File: src/ssa_pkg.sv
// Shared types and constants for the sample statistics aggregator.
`default_nettype none
package ssa_pkg;

  localparam int unsigned SAMPLE_W = 16;
  localparam int unsigned MEAN_W   = 24;

  // Result status codes.
  typedef enum logic [1:0] {
    STS_STORED = 2'd0,
    STS_FULL   = 2'd1,
    STS_VALID  = 2'd2,
    STS_EMPTY  = 2'd3
  } status_e;

  // Input action codes.
  typedef enum logic {
    ACT_PUSH      = 1'b0,
    ACT_AGGREGATE = 1'b1
  } action_e;

  // Datapath operations issued by the controller.
  typedef enum logic [3:0] {
    OP_NONE,
    OP_PUSH,
    OP_EMPTY,
    OP_SUM_START,
    OP_SCAN,
    OP_DIV_START,
    OP_DIV,
    OP_SEL_RD,
    OP_SEL_CAP,
    OP_SEL_NEXT,
    OP_FINISH
  } op_e;

  // Controller states.
  typedef enum logic [2:0] {
    ST_IDLE,
    ST_SUM,
    ST_DIV,
    ST_SEL_RD,
    ST_SEL_CAP,
    ST_SEL_SCAN
  } state_e;

  typedef struct packed {
    op_e op;
  } dp_cmd_t;

  typedef struct packed {
    logic empty;
    logic scan_done;
    logic div_done;
    logic found;
  } dp_status_t;

endpackage
`default_nettype wire

File: src/ssa_in_if.sv
// Input channel: one push or aggregate request per beat.
`default_nettype none
interface ssa_in_if;
  logic                valid;
  logic                ready;
  logic                action;
  logic signed [15:0]  sample_value;

  modport source (output valid, action, sample_value, input ready);
  modport sink   (input valid, action, sample_value, output ready);
endinterface
`default_nettype wire

File: src/ssa_out_if.sv
// Output channel: one result per beat.
`default_nettype none
interface ssa_out_if;
  logic                valid;
  logic                ready;
  logic [1:0]          status;
  logic signed [15:0]  minimum;
  logic signed [15:0]  maximum;
  logic signed [23:0]  mean_q8;
  logic signed [15:0]  median;
  logic [6:0]          sample_total;

  modport source (output valid, status, minimum, maximum, mean_q8, median, sample_total,
                  input ready);
  modport sink   (input valid, status, minimum, maximum, mean_q8, median, sample_total,
                  output ready);
endinterface
`default_nettype wire

File: src/sample_statistics_aggregator.sv
// Sample statistics aggregator: a push's result is registered. An aggregate
// over n held samples is accepted, then makes a min/max/sum pass over the
// single-port store, then a bit-serial restoring division with a
// 16 + 8 + clog2(SampleDepth + 1)-bit quotient for the mean, then finds the
// median, trying stored samples in order as candidates and counting, with
// one store read per cycle, how many samples lie below and at each candidate.
// Input is not accepted while an aggregate runs.
`default_nettype none
module sample_statistics_aggregator #(
  parameter int unsigned SAMPLE_DEPTH = 64
) (
  input  wire logic clk_i,
  input  wire logic rst_ni,
  ssa_in_if.sink    sample_i,
  ssa_out_if.source stats_o
);
  import ssa_pkg::*;

  dp_cmd_t    cmd;
  dp_status_t dp_status;

  ssa_controller u_ctrl (
    .clk_i       (clk_i),
    .rst_ni      (rst_ni),
    .in_valid_i  (sample_i.valid),
    .in_action_i (sample_i.action),
    .in_ready_o  (sample_i.ready),
    .out_valid_o (stats_o.valid),
    .out_ready_i (stats_o.ready),
    .status_i    (dp_status),
    .cmd_o       (cmd)
  );

  ssa_datapath #(
    .SampleDepth (SAMPLE_DEPTH)
  ) u_dp (
    .clk_i        (clk_i),
    .rst_ni       (rst_ni),
    .cmd_i        (cmd),
    .status_o     (dp_status),
    .sample_i     (sample_i.sample_value),
    .res_status_o (stats_o.status),
    .res_min_o    (stats_o.minimum),
    .res_max_o    (stats_o.maximum),
    .res_mean_o   (stats_o.mean_q8),
    .res_median_o (stats_o.median),
    .res_total_o  (stats_o.sample_total)
  );

endmodule
`default_nettype wire

File: src/ssa_ram.sv
// Generic single-port RAM with registered read data.
`default_nettype none
module ssa_ram #(
  parameter int unsigned Width = 16,
  parameter int unsigned Depth = 64,
  parameter int unsigned AddrW = (Depth > 1) ? $clog2(Depth) : 1
) (
  input  wire logic             clk_i,
  input  wire logic             we_i,
  input  wire logic [AddrW-1:0] addr_i,
  input  wire logic [Width-1:0] wdata_i,
  output logic      [Width-1:0] rdata_o
);

  logic [Width-1:0] mem_q [Depth];

  // Write or read one word per cycle.
  always_ff @(posedge clk_i) begin
    if (we_i) begin
      mem_q[addr_i] <= wdata_i;
    end else begin
      rdata_o <= mem_q[addr_i];
    end
  end

endmodule
`default_nettype wire

File: src/ssa_datapath.sv
// Datapath: sample store, count, scan unit, divider and median selection.
`default_nettype none
module ssa_datapath #(
  parameter int unsigned SampleDepth = 64
) (
  input  wire logic                      clk_i,
  input  wire logic                      rst_ni,
  input  wire ssa_pkg::dp_cmd_t          cmd_i,
  output ssa_pkg::dp_status_t            status_o,
  input  wire logic signed [15:0]        sample_i,
  output logic [1:0]                     res_status_o,
  output logic signed [15:0]             res_min_o,
  output logic signed [15:0]             res_max_o,
  output logic signed [23:0]             res_mean_o,
  output logic signed [15:0]             res_median_o,
  output logic [6:0]                     res_total_o
);
  import ssa_pkg::*;

  localparam int unsigned AW  = (SampleDepth > 1) ? $clog2(SampleDepth) : 1;
  localparam int unsigned CW  = $clog2(SampleDepth + 1);
  localparam int unsigned SW  = SAMPLE_W + CW;
  localparam int unsigned DW  = SW + 8;
  localparam int unsigned DCW = $clog2(DW + 1);

  logic [CW-1:0]          count_q, count_d;
  logic [CW-1:0]          ra_q, ra_d;
  logic                   rv_q, rv_d;
  logic                   sel_mode_q, sel_mode_d;
  logic signed [15:0]     min_q, min_d, max_q, max_d, cand_q, cand_d;
  logic signed [SW-1:0]   sum_q, sum_d;
  logic [CW-1:0]          lt_q, lt_d, le_q, le_d, c_q, c_d;
  logic [DW-1:0]          dq_q, dq_d;
  logic [CW:0]            rem_q, rem_d;
  logic [DCW-1:0]         dcnt_q, dcnt_d;
  logic                   neg_q, neg_d;

  logic                   ram_we;
  logic [AW-1:0]          ram_addr;
  logic [15:0]            ram_rdata;
  logic signed [15:0]     rd_val;
  logic                   full;
  logic [CW-1:0]          half;
  logic [CW:0]            rem_sh;
  logic signed [DW-1:0]   sum_ext;
  logic [DW-1:0]          mean_mag;

  logic [1:0]             r_sts_d;
  logic signed [15:0]     r_min_d, r_max_d, r_med_d;
  logic signed [23:0]     r_mean_d;
  logic [6:0]             r_tot_d;

  assign rd_val   = $signed(ram_rdata);
  assign full     = (count_q == CW'(SampleDepth));
  assign half     = count_q >> 1;
  assign rem_sh   = {rem_q[CW-1:0], dq_q[DW-1]};
  assign sum_ext  = {sum_q, 8'd0};
  assign mean_mag = neg_q ? (~dq_q + DW'(1)) : dq_q;

  assign status_o.empty     = (count_q == '0);
  assign status_o.scan_done = (ra_q >= count_q) && !rv_q;
  assign status_o.div_done  = (dcnt_q == '0);
  assign status_o.found     = (lt_q <= half) && (le_q > half);

  // Store port: push writes at the count, selection reads the candidate, scans read at ra_q.
  always_comb begin
    ram_we   = (cmd_i.op == OP_PUSH) && !full;
    ram_addr = ra_q[AW-1:0];
    if (cmd_i.op == OP_PUSH) begin
      ram_addr = count_q[AW-1:0];
    end else if (cmd_i.op == OP_SEL_RD) begin
      ram_addr = c_q[AW-1:0];
    end
  end

  ssa_ram #(
    .Width (SAMPLE_W),
    .Depth (SampleDepth)
  ) u_ram (
    .clk_i   (clk_i),
    .we_i    (ram_we),
    .addr_i  (ram_addr),
    .wdata_i (sample_i),
    .rdata_o (ram_rdata)
  );

  // Next-state logic for all datapath registers.
  always_comb begin
    count_d    = count_q;
    ra_d       = ra_q;
    rv_d       = rv_q;
    sel_mode_d = sel_mode_q;
    min_d      = min_q;
    max_d      = max_q;
    cand_d     = cand_q;
    sum_d      = sum_q;
    lt_d       = lt_q;
    le_d       = le_q;
    c_d        = c_q;
    dq_d       = dq_q;
    rem_d      = rem_q;
    dcnt_d     = dcnt_q;
    neg_d      = neg_q;
    r_sts_d    = res_status_o;
    r_min_d    = res_min_o;
    r_max_d    = res_max_o;
    r_mean_d   = res_mean_o;
    r_med_d    = res_median_o;
    r_tot_d    = res_total_o;
    case (cmd_i.op)
      OP_PUSH: begin
        if (!full) begin
          count_d = count_q + CW'(1);
          r_sts_d = STS_STORED;
          r_tot_d = 7'(count_q + CW'(1));
        end else begin
          r_sts_d = STS_FULL;
          r_tot_d = 7'(count_q);
        end
        r_min_d  = '0;
        r_max_d  = '0;
        r_mean_d = '0;
        r_med_d  = '0;
      end
      OP_EMPTY: begin
        r_sts_d  = STS_EMPTY;
        r_tot_d  = '0;
        r_min_d  = '0;
        r_max_d  = '0;
        r_mean_d = '0;
        r_med_d  = '0;
      end
      OP_SUM_START: begin
        ra_d       = '0;
        rv_d       = 1'b0;
        sel_mode_d = 1'b0;
        min_d      = 16'sh7fff;
        max_d      = -16'sh8000;
        sum_d      = '0;
      end
      OP_SCAN: begin
        // Issue the next read and fold in the word that arrives this cycle.
        rv_d = (ra_q < count_q);
        if (ra_q < count_q) begin
          ra_d = ra_q + CW'(1);
        end
        if (rv_q) begin
          if (sel_mode_q) begin
            if (rd_val < cand_q) lt_d = lt_q + CW'(1);
            if (rd_val <= cand_q) le_d = le_q + CW'(1);
          end else begin
            sum_d = sum_q + SW'(rd_val);
            if (rd_val < min_q) min_d = rd_val;
            if (rd_val > max_q) max_d = rd_val;
          end
        end
      end
      OP_DIV_START: begin
        neg_d  = sum_q[SW-1];
        dq_d   = sum_q[SW-1] ? (~sum_ext + DW'(1)) : sum_ext;
        rem_d  = '0;
        dcnt_d = DCW'(DW);
        c_d    = '0;
      end
      OP_DIV: begin
        // One restoring division step per cycle.
        if (rem_sh >= {1'b0, count_q}) begin
          rem_d = rem_sh - {1'b0, count_q};
          dq_d  = {dq_q[DW-2:0], 1'b1};
        end else begin
          rem_d = rem_sh;
          dq_d  = {dq_q[DW-2:0], 1'b0};
        end
        dcnt_d = dcnt_q - DCW'(1);
      end
      OP_SEL_CAP: begin
        cand_d     = rd_val;
        ra_d       = '0;
        rv_d       = 1'b0;
        lt_d       = '0;
        le_d       = '0;
        sel_mode_d = 1'b1;
      end
      OP_SEL_NEXT: begin
        c_d = c_q + CW'(1);
      end
      OP_FINISH: begin
        r_sts_d  = STS_VALID;
        r_min_d  = min_q;
        r_max_d  = max_q;
        r_mean_d = mean_mag[MEAN_W-1:0];
        r_med_d  = cand_q;
        r_tot_d  = 7'(count_q);
        count_d  = '0;
      end
      default: begin
      end
    endcase
  end

  // Control registers.
  always_ff @(posedge clk_i or negedge rst_ni) begin
    if (!rst_ni) begin
      count_q    <= '0;
      ra_q       <= '0;
      rv_q       <= 1'b0;
      sel_mode_q <= 1'b0;
      dcnt_q     <= '0;
      c_q        <= '0;
    end else begin
      count_q    <= count_d;
      ra_q       <= ra_d;
      rv_q       <= rv_d;
      sel_mode_q <= sel_mode_d;
      dcnt_q     <= dcnt_d;
      c_q        <= c_d;
    end
  end

  // Payload registers.
  always_ff @(posedge clk_i) begin
    min_q        <= min_d;
    max_q        <= max_d;
    cand_q       <= cand_d;
    sum_q        <= sum_d;
    lt_q         <= lt_d;
    le_q         <= le_d;
    dq_q         <= dq_d;
    rem_q        <= rem_d;
    neg_q        <= neg_d;
    res_status_o <= r_sts_d;
    res_min_o    <= r_min_d;
    res_max_o    <= r_max_d;
    res_mean_o   <= r_mean_d;
    res_median_o <= r_med_d;
    res_total_o  <= r_tot_d;
  end

endmodule
`default_nettype wire

File: src/ssa_controller.sv
// Controller: sequences pushes and the aggregation passes.
`default_nettype none
module ssa_controller (
  input  wire logic                clk_i,
  input  wire logic                rst_ni,
  input  wire logic                in_valid_i,
  input  wire logic                in_action_i,
  output logic                     in_ready_o,
  output logic                     out_valid_o,
  input  wire logic                out_ready_i,
  input  wire ssa_pkg::dp_status_t status_i,
  output ssa_pkg::dp_cmd_t         cmd_o
);
  import ssa_pkg::*;

  state_e state_q, state_d;
  logic   out_valid_q, out_valid_d;

  assign in_ready_o  = (state_q == ST_IDLE) && (!out_valid_q || out_ready_i);
  assign out_valid_o = out_valid_q;

  // State register and output valid flag.
  always_ff @(posedge clk_i or negedge rst_ni) begin
    if (!rst_ni) begin
      state_q     <= ST_IDLE;
      out_valid_q <= 1'b0;
    end else begin
      state_q     <= state_d;
      out_valid_q <= out_valid_d;
    end
  end

  // Next state and datapath command.
  always_comb begin
    state_d     = state_q;
    cmd_o.op    = OP_NONE;
    out_valid_d = out_valid_q && !out_ready_i;
    case (state_q)
      ST_IDLE: begin
        if (in_valid_i && in_ready_o) begin
          if (in_action_i == ACT_PUSH) begin
            cmd_o.op    = OP_PUSH;
            out_valid_d = 1'b1;
          end else if (status_i.empty) begin
            cmd_o.op    = OP_EMPTY;
            out_valid_d = 1'b1;
          end else begin
            cmd_o.op = OP_SUM_START;
            state_d  = ST_SUM;
          end
        end
      end
      ST_SUM: begin
        if (status_i.scan_done) begin
          cmd_o.op = OP_DIV_START;
          state_d  = ST_DIV;
        end else begin
          cmd_o.op = OP_SCAN;
        end
      end
      ST_DIV: begin
        if (status_i.div_done) begin
          state_d = ST_SEL_RD;
        end else begin
          cmd_o.op = OP_DIV;
        end
      end
      ST_SEL_RD: begin
        cmd_o.op = OP_SEL_RD;
        state_d  = ST_SEL_CAP;
      end
      ST_SEL_CAP: begin
        cmd_o.op = OP_SEL_CAP;
        state_d  = ST_SEL_SCAN;
      end
      ST_SEL_SCAN: begin
        if (!status_i.scan_done) begin
          cmd_o.op = OP_SCAN;
        end else if (status_i.found) begin
          cmd_o.op    = OP_FINISH;
          out_valid_d = 1'b1;
          state_d     = ST_IDLE;
        end else begin
          cmd_o.op = OP_SEL_NEXT;
          state_d  = ST_SEL_RD;
        end
      end
      default: begin
        state_d = ST_IDLE;
      end
    endcase
  end

endmodule
`default_nettype wire

File: src/flat_wrapper.sv
// flat-port wrapper written by rule: the top's interface ports become plain ports
module sample_statistics_aggregator_flat import ssa_pkg::*;
#(
  parameter int unsigned SAMPLE_DEPTH = 64
)
  (clk_i, rst_ni, sample_i_valid, sample_i_action, sample_i_sample_value, sample_i_ready, stats_o_valid, stats_o_status, stats_o_minimum, stats_o_maximum, stats_o_mean_q8, stats_o_median, stats_o_sample_total, stats_o_ready);
  ssa_in_if sample_i_i ();
  ssa_out_if stats_o_i ();
  input  wire logic clk_i;
  input  wire logic rst_ni;
  input wire logic [$bits(sample_i_i.valid)-1:0] sample_i_valid;
  input wire logic [$bits(sample_i_i.action)-1:0] sample_i_action;
  input wire logic [$bits(sample_i_i.sample_value)-1:0] sample_i_sample_value;
  output wire logic [$bits(sample_i_i.ready)-1:0] sample_i_ready;
  output wire logic [$bits(stats_o_i.valid)-1:0] stats_o_valid;
  output wire logic [$bits(stats_o_i.status)-1:0] stats_o_status;
  output wire logic [$bits(stats_o_i.minimum)-1:0] stats_o_minimum;
  output wire logic [$bits(stats_o_i.maximum)-1:0] stats_o_maximum;
  output wire logic [$bits(stats_o_i.mean_q8)-1:0] stats_o_mean_q8;
  output wire logic [$bits(stats_o_i.median)-1:0] stats_o_median;
  output wire logic [$bits(stats_o_i.sample_total)-1:0] stats_o_sample_total;
  input wire logic [$bits(stats_o_i.ready)-1:0] stats_o_ready;
  assign sample_i_i.valid = sample_i_valid;
  assign sample_i_i.action = sample_i_action;
  assign sample_i_i.sample_value = sample_i_sample_value;
  assign sample_i_ready = sample_i_i.ready;
  assign stats_o_valid = stats_o_i.valid;
  assign stats_o_status = stats_o_i.status;
  assign stats_o_minimum = stats_o_i.minimum;
  assign stats_o_maximum = stats_o_i.maximum;
  assign stats_o_mean_q8 = stats_o_i.mean_q8;
  assign stats_o_median = stats_o_i.median;
  assign stats_o_sample_total = stats_o_i.sample_total;
  assign stats_o_i.ready = stats_o_ready;
  sample_statistics_aggregator #(.SAMPLE_DEPTH(SAMPLE_DEPTH)) u_core (.clk_i(clk_i), .rst_ni(rst_ni), .sample_i(sample_i_i), .stats_o(stats_o_i));
endmodule
File: config.mk
export PLATFORM = sky130hd
export DESIGN_NAME = sample_statistics_aggregator_flat
export DESIGN_NICKNAME = d
export VERILOG_FILES = /design/src/ssa_pkg.sv /design/src/ssa_in_if.sv /design/src/ssa_out_if.sv /design/src/sample_statistics_aggregator.sv /design/src/ssa_ram.sv /design/src/ssa_datapath.sv /design/src/ssa_controller.sv /design/src/flat_wrapper.sv
export SDC_FILE = /design/constraint.sdc
export NUM_CORES = 1
export LEC_CHECK = 0
export BUFFER_PORTS_ARGS = -buffer_cell sky130_fd_sc_hd__buf_2
export CAP_MARGIN = 20
export CELL_PAD_IN_SITES_DETAIL_PLACEMENT = 0
export CELL_PAD_IN_SITES_GLOBAL_PLACEMENT = 2
export CORE_MARGIN = 1
export CORE_UTILIZATION = 45
export CTS_CLUSTER_SIZE = 20
export DETAILED_ROUTE_END_ITERATION = 8
export PLACE_DENSITY = 0.86
export SLEW_MARGIN = 5
export SYNTH_ARGS = -nofsm -noshare
export SYNTH_HDL_FRONTEND = slang
export SYNTH_SLANG_ARGS = --single-unit
File: constraint.sdc
create_clock -name clk_i -period 4.4 [get_ports clk_i]
set_input_delay 0.44 -clock clk_i [delete_from_list [all_inputs] [get_ports clk_i]]
set_output_delay 0.44 -clock clk_i [all_outputs]
set_load 0.05 [all_outputs]
Word-level counts from Yosys, hierarchy flattened --
Memory sizes are Yosys's and may differ from the RTL's. A register that Yosys moved wholly into a read port is not among the register bits. Index checks and enable logic that the tools add are counted.
Operators by class: bitwise operators 2, mux-type cells 66, add/sub/neg operators 10, equal/unequal tests 30, $lt $le $gt $ge 9, reductions and logical operators 33
Operators by type and width (count):
- one-hot mux 16 bit (2 select lines) | 5
- 2-to-1 mux 16 bit | 6
- one-hot mux 7 bit (2 select lines) | 6
- 2-to-1 mux 7 bit | 9
- one-hot mux 31 bit (2 select lines) | 1
- one-hot mux 24 bit (2 select lines) | 1
- 2-to-1 mux 23 bit | 2
- one-hot mux 23 bit (2 select lines) | 1
- adder 7 x 1 -> 7 bit (second input constant) | 5
- less-than comparator 16 bit | 2
- adder 31 x 2 -> 31 bit (second input constant) | 1
- 2-to-1 mux 31 bit | 1
- inverter 31 bit | 1
- adder 24 x 1 -> 24 bit (second input constant) | 1
- 2-to-1 mux 24 bit | 1
- != test 2 bit (second input constant) | 12
- inverter 24 bit | 1
- one-hot mux 4 bit (6 select lines) | 1
- adder 23 x 16 -> 23 bit | 1
- 2-to-1 mux 3 bit | 7
- one-hot mux 7 bit (3 select lines) | 1
- one-hot mux 3 bit (6 select lines) | 1
- equality test 4 x 3 -> 1 bit (second input constant) | 4
- > comparator 16 bit | 1
- other kinds (36) | 78
Word-level totals: output and inout port bits 83, word-level logic and storage cells 174, memory bits (writable) 1024, register bits after elaboration 237, input bits 21, memories kept 1
Memories:
- u_core.u_dp.u_ram.mem_q | words 64, width 16, rd ports 1, clocked after memory_dff 1, write ports 1, RTL line ssa_ram.sv:15 | logic [Width-1:0] mem_q [Depth];

Logic depth before layout (Yosys ltp) --
depth after elaboration 10, depth in mapped cells 13, mapped depth without buffers 11

By module --
Synthesis repeated with hierarchy kept, for this count alone.
Unflattened totals: cells, all modules 3571, area, all modules 53322.4 µm²
Modules (own cells, without submodules):
- ssa_ram | instances 1, cells an instance 2289, area each 39874.5 µm², seq. area each 31230.0 µm²
- ssa_datapath | instances 1, cells an instance 1237, area each 13105.1 µm², seq. area each 6831.6 µm²
- ssa_controller | instances 1, cells an instance 45, area each 342.8 µm², seq. area each 100.1 µm²

Least setup slack after synthesis --
OpenSTA, ideal clock, no wires.
path kind register to register, from register u_core.u_ctrl.out_valid_q, in the netlist u_core.u_ctrl.out_valid_o, to memory u_core.u_dp.u_ram.mem_q[61][0] (enable), data arrival time 3.665 ns, buffers on the path 3, data required time 3.970 ns, period minus slack after synthesis 4.095 ns, setup time 0.430 ns, setup slack 0.305 ns, stages on the path, launching flop included 9, path through dfrtp_1 -> nand2b_1 -> and3_1 -> buf_2 -> buf_4 -> o21ai_0 -> nand2_1 -> clkbuf_1 -> nor4_1
Between the ends: longest elaborated chain between the ends 10, elaborated cells between the ends (all ways) 13, classes of those cells eq/ne: 2; mux: 6; reduce/logical: 5
RTL lines:
- start, declared | RTL line ssa_controller.sv:17 | logic out_valid_q, out_valid_d;
- start signal, assigned | RTL line ssa_controller.sv:29 | out_valid_q <= out_valid_d;
- zero test 1 bit * | RTL line ssa_controller.sv:19 | assign in_ready_o = (state_q == ST_IDLE) && (!out_valid_q || out_ready_i);
- logical OR 1 bit * | RTL line ssa_controller.sv:19
- logical AND 1 bit * | RTL line ssa_controller.sv:19
- logical AND 1 bit * | RTL line ssa_controller.sv:40 | if (in_valid_i && in_ready_o) begin
- 2-to-1 mux 2 bit * | RTL line ssa_controller.sv:40
- one-hot mux 4 bit (6 select lines) * | RTL line ssa_controller.sv:38 | case (state_q)
- equality test 4 x 1 -> 1 bit | RTL line ssa_datapath.sv:67, ssa_datapath.sv:69
- logical AND 1 bit | RTL line ssa_datapath.sv:67 | ram_we = (cmd_i.op == OP_PUSH) && !full;
- 2-to-1 mux 1 bit | RTL line ssa_ram.sv:19 | if (we_i) begin
- 2-to-1 mux 1 bit (not written as such) | RTL line ssa_ram.sv:20 | mem_q[addr_i] <= wdata_i;
- end, declared | RTL line ssa_ram.sv:15
Every way passes the cells marked *; elsewhere a longest branch is shown, timed or not.

Worst setup path after layout --
from register u_core.u_ctrl.state_q[2], to register u_core.u_dp.u_ram.rdata_o[1], read port of u_core.u_dp.u_ram.mem_q, data pin
Between the ends: longest elaborated chain between the ends 8, elaborated cells between the ends (all ways) 16, classes of those cells eq/ne: 7; mux: 4; reduce/logical: 5
RTL lines:
- start, declared | RTL line ssa_controller.sv:16 | state_e state_q, state_d;
- start signal, assigned | RTL line ssa_controller.sv:28 | state_q <= state_d;
- zero test 3 bit | RTL line ssa_controller.sv:19, ssa_controller.sv:38
- logical AND 1 bit | RTL line ssa_controller.sv:19
- logical AND 1 bit | RTL line ssa_controller.sv:40
- 2-to-1 mux 2 bit | RTL line ssa_controller.sv:40
- one-hot mux 4 bit (6 select lines) * | RTL line ssa_controller.sv:38
- equality test 4 x 3 -> 1 bit / equality test 4 x 1 -> 1 bit (equally long branches) | RTL line ssa_datapath.sv:71, ssa_datapath.sv:67, ssa_datapath.sv:69
- 2-to-1 mux 6 bit / logical AND 1 bit (equally long branches) | RTL line ssa_datapath.sv:71, ssa_datapath.sv:67
- 2-to-1 mux 6 bit / zero test 1 bit (equally long branches)
- end, declared | RTL line ssa_ram.sv:12 | output logic [Width-1:0] rdata_o
Marked as above. A chain may end at the register's enable or synchronous reset.

==> run metrics <==
outcome=finished, final reports clean; cell accounting for the most synthesized area=edfxtp_1; TNS Setup=0 ns; Synth Register Bits=1,276; EDFF count, synth=1,245; measured slew at the worst slew-check pin=1.02 ns; mapped cell area=51,500 sq um; post-route clock period utilization=0.950; antenna violations before repair=1; Crit Path Category=register to register; Slowest cell on crit path=nor4_2; Distinct cells, synth=76; DIE WIDTH=340 microns; Post-Syn Instances=3,242; drc violations=0; Final #Nets=3,659; buffer depth of the longest clock path=3; critical path launch point type=register; HP Class=primary input to register; share of post-route cells with drive strength above 1=0.169; Synth Area in XOR/XNOR=0.0126; Post-synth top flop=edfxtp_1; share of the synthesized area in the top cell type=0.726; P&R area growth vs syn=15.2%; PwrDens=416 nW/um^2; CTS root buf=clkbuf_16; syn nets=3,369; GR Layer Usage met2=0.378; First-pass DRT Iterations=9; die height=340 microns; CP most frequent cell=buf_4; Final ANT Viol Nets=0; worst reg2reg setup slack=0.22 ns; Detailed Place HPWL=85,600 microns; Core Area=113,000 sq um; endpoints failing setup=0; crit-path cells=nor4b_4 -> and3_2 -> buf_4 -> nor2_1 -> o21a_2 -> buf_4 -> buf_4 -> a222oi_1 -> a31oi_1 -> nor4_2 -> nand2_1; DR vias=31,000; WP data arrival=4.66 ns; critical path data required time=4.88 ns; met3 usage=0.0488; Critical Path End Type=register; crit path max fanout=25; Static Leak=20.2 nW; fin crit period=4.18 ns; first-pass GRT wire length=200,000 microns; CTS clk-pin slew, worst paths=0.06 ns; FMAX=239 MHz; FF+latch area=38,200 sq um; Port-buffer cells=103; H-tree depth=4; cell with the most instances after synthesis=edfxtp_1; multi-input logic area=12,400 sq um; number of global-route vias before repair=30,300; Fin. Hold Viols=0; post-placement setup slack=-0.0766 ns; Max VDD drop=0.000403 V; total grt overflow=0; Synth Area in Simple Gates=0.0601; MaxCap Viol Count=0; Overall Global Routing Usage=0.234; Ys Warns=0; fraction of synthesis flops using an asynchronous set or reset pin=0.0243; Seq/Total Area, Yosys=0.741; die area=116,000 sq um; Layout Skew=0.0440 ns; Total Power=24.7 mW; filler instances=9,142; final cell count without fillers=5,135; Initial Util=0.456; PnR worst setup slack=0.218 ns; WL final=137,000 microns; Top Ports=104; routed vias/inst=6.03; Compound-Gate Fraction of Synth Area=0.107; largest net degree at the start of global routing=65; clk sinks=1,276; CP delay by family, top=simple AND/OR/NAND/NOR gates; mean post-synth cell area=15.9 sq um; diodes inserted=0; Routed WL per cell=26.6 microns; Synth Area in Adders=0.0260; num rows=123; First DRT Iteration DRCs=4,412; largest stage delay on the critical path=0.56 ns; DP Cell Count=4,895; fin util=0.525; GR peak layer=met2; CTS tree=done; CTS buffer count=130; ranking of synthesized cells by area=edfxtp_1 73%, a222oi_1 3.8%, ha_1 2.5%; GP Congestion=0.827; fin. max-slew vios=0; unrepaired setup endpoints after global routing=no; grt met1 use=0.318; Buf+Inv Stages, Crit Path=3; most frequent cells after synthesis=1,245 x edfxtp_1, 222 x nor2_1, 193 x a222oi_1, 175 x nand2_1, 128 x a31oi_1; post-CTS setup buffer count=0; combinational family with the most area after synthesis=compound AO/OA/AOI/OAI gates; mux cell area share after synthesis=0.0325; Max-slew headroom=0.322; worst skew pair latency=0.76 ns
-- worst reg2reg max path: cells and delay by family (launching register included) --
family | cells | cell delay [ns]
flops | 1 | 0.51
buf+inv | 3 | 0.78
simple gates | 5 | 1.57
compound gates | 3 | 1.07
-- state kept, by name, summed over array words and instances (netlist names), 5 cells and up --
signal / flops
u_core.u_dp.ra_q: 7
u_core.u_dp.max_q: 16
u_core.u_dp.sum_q: 23
u_core.u_dp.min_q: 16
u_core.u_dp.dcnt_q: 5
u_core.u_dp.res_total_o: 7
u_core.u_dp.lt_q: 7
u_core.u_dp.le_q: 7
u_core.u_dp.u_ram.rdata_o: 16
u_core.u_dp.c_q: 6
u_core.u_dp.cand_q: 16
u_core.u_dp.res_median_o: 16
u_core.u_dp.count_q: 7
u_core.u_dp.dq_q: 31
u_core.u_dp.res_mean_o: 24
u_core.u_dp.u_ram.mem_q: 1024
u_core.u_dp.res_min_o: 16
u_core.u_dp.res_max_o: 16
u_core.u_dp.rem_q: 7
-- cells by family (layout without fill, tap and decap cells) --
kind of cell	after synthesis	count (layout)
flops	1276	1276
compound gates	717	717
simple gates	656	656
buf+inv	256	649
mux	157	157
fa+ha+maj	106	106
xor+xnor	74	74
-- worst paths after layout --
kind	startpoint	endpoint	depth (start not counted)
min reg2reg	u_core.u_dp.ra_q[6]	u_core.u_dp.ra_q[6]	1
min	sample_i_sample_value[9]	u_core.u_dp.u_ram.mem_q[9][9]	1
max in group asynchronous	rst_ni	u_core.u_dp.count_q[4]	2
max reg2reg	u_core.u_ctrl.state_q[2]	u_core.u_dp.u_ram.rdata_o[1]	11
max	u_core.u_ctrl.state_q[2]	u_core.u_dp.u_ram.rdata_o[1]	11
min in group asynchronous	rst_ni	u_core.u_ctrl.out_valid_o	2
-- cell usage in the layout (no fill, tap or decap), drive strengths merged, types with 8 or more instances in the layout --
cell,netlist,final
o21ai,92,92
nand2,175,175
nor3,28,28
nand4,17,17
a2bb2oi,58,58
nor2b,21,21
dfrtp,31,31
o41ai,8,8
clkbuf,112,168
nor2,222,222
and3,20,20
edfxtp,1245,1245
nand2b,32,32
a31oi,128,128
and2,23,23
nor4,34,34
o31ai,14,14
a211oi,11,11
mux2,74,74
buf,57,326
xnor2,26,26
ha,104,104
mux2i,83,83
clkinv,3,52
inv,84,94
a21oi,42,42
or2,11,11
a222oi,193,193
o21a,19,19
a22oi,62,62
xor2,48,48
or3,9,9
nand3,36,36
a21o,34,34
-- layout make-up --
class | count | share of cell area
Sequential cell | 1276 | 0.643
Multi-Input combinational cell | 1710 | 0.209
Clock buffer | 168 | 0.0588
Timing Repair Buffer | 327 | 0.0405
Tap cell | 1500 | 0.0316
Clock inverter | 67 | 0.0108
Inverter | 87 | 0.00550
-- where the power goes --
group,switching (mW),internal (mW),total [mW]
logic,0.443,0.175,0.618
clock network,4.69,5.99,10.7
registers,0.0363,13.3,13.4
total,5.16,19.5,24.7
-- per-layer routing --
layer,share of wire,vias to the layer above,wire length [microns]
li1,-,13700,-
met1,0.40,15400,54200
met2,0.48,1663,65200
met3,0.10,198,13700
met4,0.027,2,3710
met5,0.000058,-,8
-- timing repair --
action                     4_1_cts  5_1_grt
hold endpoints to repair        31        0
gates resized for setup          1        3
hold buffers                     1        0
setup endpoints to repair        1        3
pin swaps                        0        0
-- metrics by stage --
stage | area [sq um] | hold WS (ns)
after global routing | 59300 | 0.0430
after detailed placement | 55100 | 0.487
after floorplan | 51500 | 0.144
after CTS | 59200 | 0.0257
after global placement | 55100 | 0.479
final | 59300 | 0.0387
Power figures use the tool's default switching activity.
